File: src/hw/rtl/lcgbr_pkg.sv
// package for the bounded 48-bit lcg random core
// constants, controller/datapath command and status structs
// no dependencies
package lcgbr_pkg;

    localparam int unsigned STATE_W  = 48;
    localparam int unsigned VALUE_W  = 31;
    localparam int unsigned LIMB_W   = 16;
    localparam int unsigned MUL_LIMBS = STATE_W / LIMB_W;
    localparam int unsigned DIV_STEPS = VALUE_W;
    localparam int unsigned CNT_W    = 5;
    localparam int unsigned MULT_W   = 35;
    localparam int unsigned PP_W     = LIMB_W + MULT_W;

    localparam logic [MULT_W-1:0]  LCG_MULT = 35'h5_DEEC_E66D;
    localparam logic [STATE_W-1:0] LCG_ADD  = 48'h0000_0000_000B;

    localparam logic [CNT_W-1:0] MUL_LAST = CNT_W'(MUL_LIMBS - 1);
    localparam logic [CNT_W-1:0] DIV_LAST = CNT_W'(DIV_STEPS - 1);

    typedef struct packed {
        logic       load_in;
        logic       mul_en;
        logic [1:0] mul_idx;
        logic       div_start;
        logic       div_step;
        logic       p2_en;
        logic       take_rem;
        logic       load_out;
    } cmd_t;

    typedef struct packed {
        logic is_p2;
        logic test_neg;
    } sts_t;

endpackage

File: src/hw/rtl/lcg48_bounded_random_core.sv
// top level of the bounded 48-bit lcg random core
// instantiates lcgbr_ctrl and lcgbr_dp; uses lcgbr_pkg
//
// channel    | direction | fields (low bit up)          | handshake
// -----------+-----------+------------------------------+------------------
// s_*        | in        | tdata: bound[30:0], pad[31]  | s_tvalid/s_tready
// m_*        | out       | tdata: value[30:0], pad[31]  | m_tvalid/m_tready
// seed_*     | in        | seed_wdata: seed[47:0]       | seed_we, no wait
//
// one item at a time: accept, a limb-serial 48x35 multiply for the lcg step, a select
// state (holds the 31x31 multiply for a power-of-two bound), else a restoring divider
// and a test state that redraws a rejected draw, then the load of the output register
// asynchronous active-low reset puts the state at 0x5DEECE66D (seed of zero)
// a stalled result is held; the next item is accepted but its result waits
module lcg48_bounded_random_core (
    input  logic        clk,
    input  logic        rst_n,
    // input items
    input  logic        s_tvalid,
    output logic        s_tready,
    input  logic [31:0] s_tdata,    // [30:0] bound, [31] zero
    // result items
    output logic        m_tvalid,
    input  logic        m_tready,
    output logic [31:0] m_tdata,    // [30:0] value, [31] zero
    // seed register write
    input  logic        seed_we,
    input  logic [47:0] seed_wdata
);

    lcgbr_pkg::cmd_t               cmd;
    lcgbr_pkg::sts_t               sts;
    logic [lcgbr_pkg::VALUE_W-1:0] value;

    // state machine: handshakes, draw/divide sequencing, rejection loop
    lcgbr_ctrl u_ctrl (
        .clk      (clk),
        .rst_n    (rst_n),
        .s_tvalid (s_tvalid),
        .s_tready (s_tready),
        .m_tvalid (m_tvalid),
        .m_tready (m_tready),
        .sts      (sts),
        .cmd      (cmd)
    );

    // datapath: generator state, multiplier, divider, result registers
    lcgbr_dp u_dp (
        .clk        (clk),
        .rst_n      (rst_n),
        .cmd        (cmd),
        .sts        (sts),
        .bound_in   (s_tdata[lcgbr_pkg::VALUE_W-1:0]),
        .seed_we    (seed_we),
        .seed_wdata (seed_wdata),
        .value_out  (value)
    );

    // pad to whole bytes
    assign m_tdata = {1'b0, value};

endmodule

File: src/hw/rtl/lcgbr_dp.sv
// datapath: lcg state, limb-serial constant multiply, restoring divider,
// power-of-two multiply, result and output registers; uses lcgbr_pkg
module lcgbr_dp (
    input  logic                            clk,
    input  logic                            rst_n,
    input  lcgbr_pkg::cmd_t                 cmd,
    output lcgbr_pkg::sts_t                 sts,
    input  logic [lcgbr_pkg::VALUE_W-1:0]   bound_in,
    input  logic                            seed_we,
    input  logic [lcgbr_pkg::STATE_W-1:0]   seed_wdata,
    output logic [lcgbr_pkg::VALUE_W-1:0]   value_out
);

    logic [lcgbr_pkg::STATE_W-1:0] state_reg;
    logic [lcgbr_pkg::STATE_W-1:0] acc_reg;
    logic [lcgbr_pkg::STATE_W-1:0] acc_next;
    logic [lcgbr_pkg::VALUE_W-1:0] bound_reg;
    logic [lcgbr_pkg::VALUE_W-1:0] u_reg;
    logic [lcgbr_pkg::VALUE_W-1:0] rem_reg;
    logic [lcgbr_pkg::VALUE_W-1:0] rem_next;
    logic [lcgbr_pkg::VALUE_W-1:0] dsh_reg;
    logic [lcgbr_pkg::VALUE_W-1:0] res_reg;
    logic [lcgbr_pkg::VALUE_W-1:0] out_reg;
    logic [lcgbr_pkg::LIMB_W-1:0]  limb;
    logic [lcgbr_pkg::PP_W-1:0]    pp;
    logic [lcgbr_pkg::STATE_W-1:0] pp_sh;
    logic [lcgbr_pkg::VALUE_W:0]   trial;
    logic [lcgbr_pkg::VALUE_W-1:0] bound_m1;
    logic [lcgbr_pkg::VALUE_W:0]   sum;
    logic [2*lcgbr_pkg::VALUE_W-1:0] prod;

    // one 16-bit limb of the state times the multiplier per cycle
    always_comb
    begin
        case (cmd.mul_idx)
            2'd0:    limb = state_reg[15:0];
            2'd1:    limb = state_reg[31:16];
            2'd2:    limb = state_reg[47:32];
            default: limb = '0;
        endcase
        pp = {{lcgbr_pkg::MULT_W{1'b0}}, limb} * {{lcgbr_pkg::LIMB_W{1'b0}}, lcgbr_pkg::LCG_MULT};
        case (cmd.mul_idx)
            2'd0:    pp_sh = pp[47:0];
            2'd1:    pp_sh = {pp[31:0], 16'h0000};
            2'd2:    pp_sh = {pp[15:0], 32'h0000_0000};
            default: pp_sh = '0;
        endcase
        acc_next = ((cmd.mul_idx == 2'd0) ? lcgbr_pkg::LCG_ADD : acc_reg) + pp_sh;
    end

    // restoring divide step, remainder only
    always_comb
    begin
        trial = {rem_reg, dsh_reg[lcgbr_pkg::VALUE_W-1]};
        if (trial >= {1'b0, bound_reg})
            rem_next = lcgbr_pkg::VALUE_W'(trial - {1'b0, bound_reg});
        else
            rem_next = trial[lcgbr_pkg::VALUE_W-1:0];
    end

    assign bound_m1 = bound_reg - lcgbr_pkg::VALUE_W'(1);
    // 32-bit wrapping u - r + (bound - 1), sign bit decides rejection
    assign sum  = {1'b0, u_reg} - {1'b0, rem_reg} + {1'b0, bound_m1};
    assign prod = {{lcgbr_pkg::VALUE_W{1'b0}}, bound_reg} * {{lcgbr_pkg::VALUE_W{1'b0}}, u_reg};

    assign sts.is_p2    = ((bound_reg & bound_m1) == '0);
    assign sts.test_neg = sum[lcgbr_pkg::VALUE_W];
    assign value_out    = out_reg;

    always_ff @(posedge clk or negedge rst_n)
    begin
        if (!rst_n)
        begin
            state_reg <= {{(lcgbr_pkg::STATE_W-lcgbr_pkg::MULT_W){1'b0}}, lcgbr_pkg::LCG_MULT};
        end
        else if (seed_we)
        begin
            state_reg <= seed_wdata
                ^ {{(lcgbr_pkg::STATE_W-lcgbr_pkg::MULT_W){1'b0}}, lcgbr_pkg::LCG_MULT};
        end
        else if (cmd.mul_en && (cmd.mul_idx == 2'd2))
        begin
            state_reg <= acc_next;
        end
    end

    always_ff @(posedge clk)
    begin
        if (cmd.load_in)
            bound_reg <= bound_in;
        if (cmd.mul_en)
            acc_reg <= acc_next;
        if (cmd.mul_en && (cmd.mul_idx == 2'd2))
            u_reg <= acc_next[lcgbr_pkg::STATE_W-1:lcgbr_pkg::STATE_W-lcgbr_pkg::VALUE_W];
        if (cmd.div_start)
        begin
            rem_reg <= '0;
            dsh_reg <= u_reg;
        end
        else if (cmd.div_step)
        begin
            rem_reg <= rem_next;
            dsh_reg <= {dsh_reg[lcgbr_pkg::VALUE_W-2:0], 1'b0};
        end
        if (cmd.p2_en)
            res_reg <= prod[2*lcgbr_pkg::VALUE_W-1:lcgbr_pkg::VALUE_W];
        else if (cmd.take_rem)
            res_reg <= rem_reg;
        if (cmd.load_out)
            out_reg <= res_reg;
    end

endmodule

File: src/hw/rtl/lcgbr_ctrl.sv
// controller: sequences draw, divide, rejection test and output handoff
// uses lcgbr_pkg command and status structs
module lcgbr_ctrl (
    input  logic            clk,
    input  logic            rst_n,
    input  logic            s_tvalid,
    output logic            s_tready,
    output logic            m_tvalid,
    input  logic            m_tready,
    input  lcgbr_pkg::sts_t sts,
    output lcgbr_pkg::cmd_t cmd
);

    typedef enum logic [5:0] {
        ST_IDLE = 6'b000001,
        ST_DRAW = 6'b000010,
        ST_SEL  = 6'b000100,
        ST_DIV  = 6'b001000,
        ST_TEST = 6'b010000,
        ST_DONE = 6'b100000
    } state_t;

    state_t                      state_reg, state_next;
    logic [lcgbr_pkg::CNT_W-1:0] cnt_reg, cnt_next;
    logic                        out_valid_reg, out_valid_next;

    assign s_tready = (state_reg == ST_IDLE);
    assign m_tvalid = out_valid_reg;

    always_comb
    begin
        state_next     = state_reg;
        cnt_next       = cnt_reg;
        cmd            = '0;
        cmd.mul_idx    = cnt_reg[1:0];
        out_valid_next = out_valid_reg && !m_tready;
        case (state_reg)
            ST_IDLE:
            begin
                if (s_tvalid)
                begin
                    cmd.load_in = 1'b1;
                    cnt_next    = '0;
                    state_next  = ST_DRAW;
                end
            end
            ST_DRAW:
            begin
                cmd.mul_en = 1'b1;
                if (cnt_reg == lcgbr_pkg::MUL_LAST)
                begin
                    cnt_next   = '0;
                    state_next = ST_SEL;
                end
                else
                begin
                    cnt_next = cnt_reg + lcgbr_pkg::CNT_W'(1);
                end
            end
            ST_SEL:
            begin
                if (sts.is_p2)
                begin
                    cmd.p2_en  = 1'b1;
                    state_next = ST_DONE;
                end
                else
                begin
                    cmd.div_start = 1'b1;
                    cnt_next      = '0;
                    state_next    = ST_DIV;
                end
            end
            ST_DIV:
            begin
                cmd.div_step = 1'b1;
                if (cnt_reg == lcgbr_pkg::DIV_LAST)
                    state_next = ST_TEST;
                else
                    cnt_next = cnt_reg + lcgbr_pkg::CNT_W'(1);
            end
            ST_TEST:
            begin
                cnt_next = '0;
                if (sts.test_neg)
                begin
                    state_next = ST_DRAW;
                end
                else
                begin
                    cmd.take_rem = 1'b1;
                    state_next   = ST_DONE;
                end
            end
            ST_DONE:
            begin
                if (!out_valid_reg || m_tready)
                begin
                    cmd.load_out   = 1'b1;
                    out_valid_next = 1'b1;
                    state_next     = ST_IDLE;
                end
            end
            default:
            begin
                state_next = ST_IDLE;
            end
        endcase
    end

    always_ff @(posedge clk or negedge rst_n)
    begin
        if (!rst_n)
        begin
            state_reg     <= ST_IDLE;
            cnt_reg       <= '0;
            out_valid_reg <= 1'b0;
        end
        else
        begin
            state_reg     <= state_next;
            cnt_reg       <= cnt_next;
            out_valid_reg <= out_valid_next;
        end
    end

endmodule

File: config.mk
export PLATFORM = sky130hd
export DESIGN_NAME = lcg48_bounded_random_core
export DESIGN_NICKNAME = d
export VERILOG_FILES = /design/src/hw/rtl/lcgbr_pkg.sv /design/src/hw/rtl/lcg48_bounded_random_core.sv /design/src/hw/rtl/lcgbr_dp.sv /design/src/hw/rtl/lcgbr_ctrl.sv
export SDC_FILE = /design/constraint.sdc
export NUM_CORES = 2
export LEC_CHECK = 0
export ABC_AREA = 1
export ABC_CLOCK_PERIOD_IN_PS = 17800
export BUFFER_PORTS_ARGS = -buffer_cell sky130_fd_sc_hd__buf_4
export CAP_MARGIN = 20
export CORE_UTILIZATION = 50
export CTS_BUF_LIST = sky130_fd_sc_hd__clkbuf_4 sky130_fd_sc_hd__clkbuf_8
export CTS_CLUSTER_DIAMETER = 150
export DETAILED_ROUTE_END_ITERATION = 6
export GPL_ROUTABILITY_DRIVEN = 0
export GPL_TIMING_DRIVEN = 0
export MAX_ROUTING_LAYER = met4
export PLACE_DENSITY = 0.66
export SKIP_LAST_GASP = 1
export SLEW_MARGIN = 20
export SYNTH_ARGS = -nofsm -noshare
export SYNTH_HDL_FRONTEND = slang
export SYNTH_SLANG_ARGS = --single-unit
File: constraint.sdc
create_clock -name clk -period 17.8 [get_ports clk]
set_clock_uncertainty 0.1 [all_clocks]
set_input_delay 0 -clock clk [delete_from_list [all_inputs] [get_ports clk]]
set_output_delay 0 -clock clk [all_outputs]
set_load 0.05 [all_outputs]
* Yosys cells after proc, flatten, opt, wreduce, memory -nomap -nowiden *
Index checks and enable logic that the tools add are counted.
Widths: inputs -> output; s select.

word-level totals
  bits in registers = 294
  bits in latches = 0
  RAM bits = 0
  ROM bits = 0
  input port bits = 85
  output and inout bits = 34
  memories kept = 0

operators by class
  add/subtract/negate cells = 6
  multiply operators = 2
  divide/modulo/power cells = 0
  $lt $le $gt $ge = 1
  eq/ne operators = 16
  shift operators = 0
  muxes and demuxes = 36
  bitwise gates (word level) = 2
  reduce and logical (&&, ||, !) cells = 13

operators by type and width
  kind                    number
  $mux 31                 5
  $mux 48                 3
  $pmux 48 s3             1
  $mul 31x31->62          1
  $add 48x48->48          1
  $mul 16x35->48 const B  1
  $pmux 16 s3             1
  $mux 6                  6
  $pmux 6 s6              1
  $add 32x31->32          1
  $ge 32x31->1            1
  $sub 31x31->32          1
  $and 31x31->31          1
  $logic_not 31->1        1
  $sub 31x1->31 const B   1
  $sub 31x31->31          1
  $pmux 5 s5              1
  $not 23->23             1
  $mux 5                  4
  $mux 1                  14
  $reduce_and 4->1        2
  $eq 6x1->1 const B      1
  $eq 6x2->1 const B      1
  $eq 6x3->1 const B      1
  other kinds (16)        24

* Logic depth before layout (Yosys ltp) *
  depth after elaboration = 7
  mapped depth = 46
  depth with buffers taken out = 45

* Cells and area by module *
A second synthesis with hierarchy kept.

second synthesis, totals
  cells, all modules = 7674
  area total of the unflattened synthesis = 61426.4 um^2

by module, submodules not included
  module                     instances  cells each  area an instance (um^2)  sequential area each (um^2)
  lcgbr_dp                   1          7548        60524.3                  7946.4
  lcgbr_ctrl                 1          124         890.9                    301.5
  lcg48_bounded_random_core  1          2           11.3                     0.0

* Worst setup path before layout *
Ideal clock, no wire load.

  kind = flip-flop to flip-flop
  from = register u_ctrl.cnt_reg[0] (netlist bit)
  to = register u_dp.acc_reg[47] (netlist bit) (data pin)
  library setup time = 0.258 ns
  arrival = 7.528 ns
  data required time = 17.442 ns
  path slack = 9.914 ns
  stages on the path, launching flop included = 36
  buffers on the path = 1
  cell sequence = dfrtp_1 inv_1 ha_1 inv_1 buf_1 o211ai_1 nand2_1 inv_1 fa_1 inv_1 fa_1 inv_1 fa_1 fa_1 inv_1 fa_1 inv_1 fa_1 ha_1 a21oi_1 o21ai_0 o21bai_1 a21oi_1 o21ai_1 or2_2 nand3_1 o21ai_0 ha_1 a21oi_1 o21a_1 o21ai_0 a21oi_1 nand2_2 a21boi_0 nand3_1 and2_1

on the way
  cells in the longest elaborated chain, start to end = 5

RTL lines
  element                                   line                            RTL
  from (decl)                               lcgbr_ctrl.sv:24                logic [lcgbr_pkg::CNT_W-1:0] cnt_reg, cnt_next;
  from (signal assigned)                    lcgbr_ctrl.sv:122               cnt_reg <= cnt_next;
  $eq 2x2->1, or another cell as far along  lcgbr_dp.sv:35, lcgbr_dp.sv:42
  $pmux 16 s3                               lcgbr_dp.sv:35                  case (cmd.mul_idx)
  $mul 16x35->48                            lcgbr_dp.sv:41                  pp = {{lcgbr_pkg::MULT_W{1'b0}}, limb} * {{lcgbr_pkg::LIMB_W{1'b0}}, lcgbr_pkg::LCG_MULT};
  $pmux 48 s3                               lcgbr_dp.sv:42                  case (cmd.mul_idx)
  $add 48x48->48 (*)                        lcgbr_dp.sv:48                  acc_next = ((cmd.mul_idx == 2'd0) ? lcgbr_pkg::LCG_ADD : acc_reg) + pp_sh;
  net u_dp.acc_next (one bit)               lcgbr_dp.sv:16                  logic [lcgbr_pkg::STATE_W-1:0] acc_next;
  to (signal assigned)                      lcgbr_dp.sv:92                  acc_reg <= acc_next;
  to (decl)                                 lcgbr_dp.sv:15                  logic [lcgbr_pkg::STATE_W-1:0] acc_reg;

Mark *: on every way through the listed nets, which the timed path passes. The rest lies on a longest branch.
A chain may end at the register's enable or synchronous reset.

* Worst setup path in the final report *
  from = register u_ctrl.cnt_reg[0] (netlist bit)
  to = register u_dp.state_reg[43] (netlist bit)

on the way
  cells in the longest elaborated chain, start to end = 7

RTL lines
  element                                   line                            RTL
  $eq 2x2->1, or another cell as far along  lcgbr_dp.sv:35, lcgbr_dp.sv:42
  $pmux 16 s3                               lcgbr_dp.sv:35
  $mul 16x35->48                            lcgbr_dp.sv:41
  $pmux 48 s3                               lcgbr_dp.sv:42
  $add 48x48->48 (*)                        lcgbr_dp.sv:48
  net u_dp.acc_next (one bit)               lcgbr_dp.sv:16
  $mux 48 (*)                               lcgbr_dp.sv:81                  else if (cmd.mul_en && (cmd.mul_idx == 2'd2))
  $mux 48 (*)                               lcgbr_dp.sv:76                  else if (seed_we)
  to (signal assigned)                      lcgbr_dp.sv:74                  state_reg <= {{(lcgbr_pkg::STATE_W-lcgbr_pkg::MULT_W){1'b0}}, lcgbr_pkg::LCG_MULT};
  to (signal assigned)                      lcgbr_dp.sv:78                  state_reg <= seed_wdata
  to (signal assigned)                      lcgbr_dp.sv:83                  state_reg <= acc_next;
  to (decl)                                 lcgbr_dp.sv:14                  logic [lcgbr_pkg::STATE_W-1:0] state_reg;

Mark *: on every way through the listed nets, which the timed path passes. The rest lies on a longest branch. The select of a mux whose other input is x is not followed.

==> flow_summary.json <==
{
  "numCtsBuffers": 49,
  "clock_latency_ns": 0.69,
  "critPathTopFamily": "adder cells",
  "rrSetupSlack_ns": 6.05,
  "synth_area_per_cell_sq_um": 8.04,
  "cts_setup_buffers": 0,
  "holdPathStages": 2,
  "grt.overflow.total": 0,
  "crit_buf_inv": 11,
  "finalSetupTns_ns": 0,
  "seq_area_frac_synth_pct": 13.5,
  "synth.distinct_cells": 63,
  "vias_per_cell": 5.52,
  "first_global_vias": 53892,
  "violations": "DRC",
  "clock_tree.buffer_depth": 3,
  "cts_root_buf": "clkbuf_8",
  "initial_core_util_pct": 50.7,
  "die_area_sq_mm": 0.124,
  "status": "complete, but fails checks",
  "syn_nets": 9341,
  "hold_viol": 0,
  "drt-initial-drc-count": 5354,
  "synth_common_cells": "1,954 x inv_1, 1,857 x nand2_1, 1,092 x fa_1, 558 x ha_1, 391 x nor2_1",
  "netlist_area_sq_mm": 0.0611,
  "drt_pre_antenna_iters": 7,
  "top_layer": "met4",
  "ios": 119,
  "worst_path_most_repeated_cell": "nand2_1",
  "rsz0062_at_grt": "false",
  "critPathKind": "reg -> reg",
  "async_flop_share_pct": 20.4,
  "cts.clk_slew.worst_paths_ns": 0.08,
  "postRouteAntennaNets": 0,
  "cp_slowest_stage_delay_ns": 0.57,
  "nets": 9715,
  "worstMarginPinSlew_ns": 1.29,
  "io_buffer_count": 116,
  "end_kind": "register",
  "die_y_microns": 352,
  "synth_area_leader_cell": "fa_1",
  "drc": 1,
  "path_depth": 42,
  "dr_wl_met3_microns": 24700,
  "startpoint_type": "register",
  "h-tree-depth": 2,
  "ys_warn_count": 0,
  "maxSlewHeadroom_pct": 14.1,
  "worstSetupEndpoint": "u_dp.state_reg[43]$_DFFE_PN0P_",
  "antenna_found_initial": 5,
  "drive_gt1_share_pct": 4.12,
  "period_share_pct": 66.0,
  "wl_met2_microns": 94400,
  "grt_use_total_pct": 36.8,
  "hp-class": "in -> reg",
  "slowest_stage": "fa_1",
  "synthCells": 7606,
  "die_x_microns": 352,
  "r2r_start": "u_ctrl.cnt_reg[0]$_DFFE_PN0P_",
  "crit_required_ns": 18.33,
  "timing.fmax_ghz": 0.0851,
  "synthToLayoutAreaGrowth_pct": 9.88,
  "arrival_ns": 12.28,
  "wl_microns": 217000,
  "cts_sinks": 294,
  "rows": 127,
  "setup_violations": 0,
  "yosysMostFrequentCell": "inv_1",
  "synth_seq_cells": 294,
  "r2r_cells": 42,
  "grt_pass1_wl_microns": 324000,
  "crit_fanout": 10,
  "fin_crit_ns": 11.75,
  "grt_max_degree": 41,
  "startpoint": "u_ctrl.cnt_reg[0]$_DFFE_PN0P_",
  "core_sq_mm": 0.121,
  "wl_per_cell_microns": 22.6,
  "synthTopCellsByArea": "fa_1 36%, inv_1 12%, ha_1 11%",
  "met1_length_microns": 79900,
  "cts_tree": "done",
  "vias": 53204,
  "drv_cap": 0,
  "yosysTopAreaCellShare_pct": 35.8,
  "synth_ff_type": "edfxtp_1",
  "dp_hpwl_microns": 182000,
  "reg2reg_to": "u_dp.state_reg[43]$_DFFE_PN0P_",
  "synth_edf_count": 203,
  "drv_slew": 0
}
-- worst min-delay path by stage --
stage / startpoint / to
floorplan: rst_n / u_ctrl.cnt_reg[0]$_DFFE_PN0P_
global placement: rst_n / u_dp.state_reg[29]$_DFFE_PN0P_
detailed placement: rst_n / u_dp.state_reg[24]$_DFFE_PN0P_
CTS: s_tdata[18] / u_dp.bound_reg[18]$_DFFE_PP_
global route: s_tdata[18] / u_dp.bound_reg[18]$_DFFE_PP_
finish: s_tdata[18] / u_dp.bound_reg[18]$_DFFE_PP_
-- repair_timing --
action | in CTS | in global routing
hold buffers | 200 | 0
hold endpoints to repair | 191 | 0
gates resized for setup | 0 | 0
-- cells by family (layout without fill, tap and decap cells) --
family	Yosys count	count (layout)	synth area share, %
AOI/OAI and AO/OA	717	717	6.83
xor gates and xnor gates	98	98	1.40
adders and majority gates	1650	1650	47.2
buffers and inverters	2237	2650	13.8
DFF	294	294	13.5
other	1	7	0.00613
and+or+nand+nor	2609	2609	17.3
-- worst reg2reg max path, delay by kind of cell, from the launching register on --
family / cells / cell delay [ns]
DFF: 1 / 0.41
AOI/OAI and AO/OA: 4 / 1.17
buffers and inverters: 11 / 2.55
xor gates and xnor gates: 1 / 0.53
adders and majority gates: 9 / 4.06
and+or+nand+nor: 17 / 2.92
-- metal layers --
layer / vias to the layer above / track usage (%)
met1: 25954 / 44.5
met5: - / -
met3: 735 / 8.73
met2: 3033 / 54.7
li1: 23482 / -
met4: 0 / 24.7
-- cells in the final DEF, fill, tap and decap left out, types with 22 or more instances in the layout --
| cell type | count |
|---|---|
| a31oi_1 | 27 |
| nor2_1 | 389 |
| dfrtp_1 | 36 |
| xor2_1 | 62 |
| nor3_1 | 34 |
| xnor2_1 | 36 |
| nand4_1 | 32 |
| buf_4 | 121 |
| o22ai_1 | 29 |
| nand2_1 | 1856 |
| inv_1 | 1954 |
| clkbuf_1 | 240 |
| or2_2 | 23 |
| edfxtp_1 | 203 |
| a21oi_1 | 258 |
| o211ai_1 | 38 |
| dlygate4sd3_1 | 199 |
| a21o_1 | 26 |
| dfxtp_1 | 31 |
| dfstp_2 | 24 |
| fa_1 | 1092 |
| clkbuf_8 | 51 |
| nand3_1 | 180 |
| ha_1 | 558 |
| o21ai_1 | 22 |
| o21bai_1 | 43 |
| o21ai_0 | 198 |
-- through the flow --
stage / hold slack, ns / instances / util [%] / area, sq um / setup slack [ns]
floorplan: -0.396 / 7606 / - / 61100 / 9.91
global placement: 0.0375 / 9334 / 53.1 / 64000 / 7.08
detailed placement: 0.0387 / 9341 / 53.2 / 64100 / 7.13
CTS: 0.0134 / 9631 / 55.7 / 67200 / 6.48
global route: 0.0481 / 9635 / 55.7 / 67200 / 5.81
finish: 0.0528 / 9637 / 55.7 / 67200 / 6.05
-- layout make-up --
| cell class | count | area, sq um |
|---|---|---|
| fill | 11151 | 53400 |
| buffer | 269 | 1060 |
| timing repair buffer | 323 | 2980 |
| tap | 1612 | 2020 |
| clock inverter | 25 | 203 |
| multi-input combinational | 5075 | 44500 |
| inverter | 1968 | 7390 |
| antenna | 6 | 15.0 |
| sequential | 294 | 8250 |
| clock buffer | 65 | 807 |
Power is not shown: default switching activity piles up to over one toggle a cycle in this logic, so the estimate is an artifact.
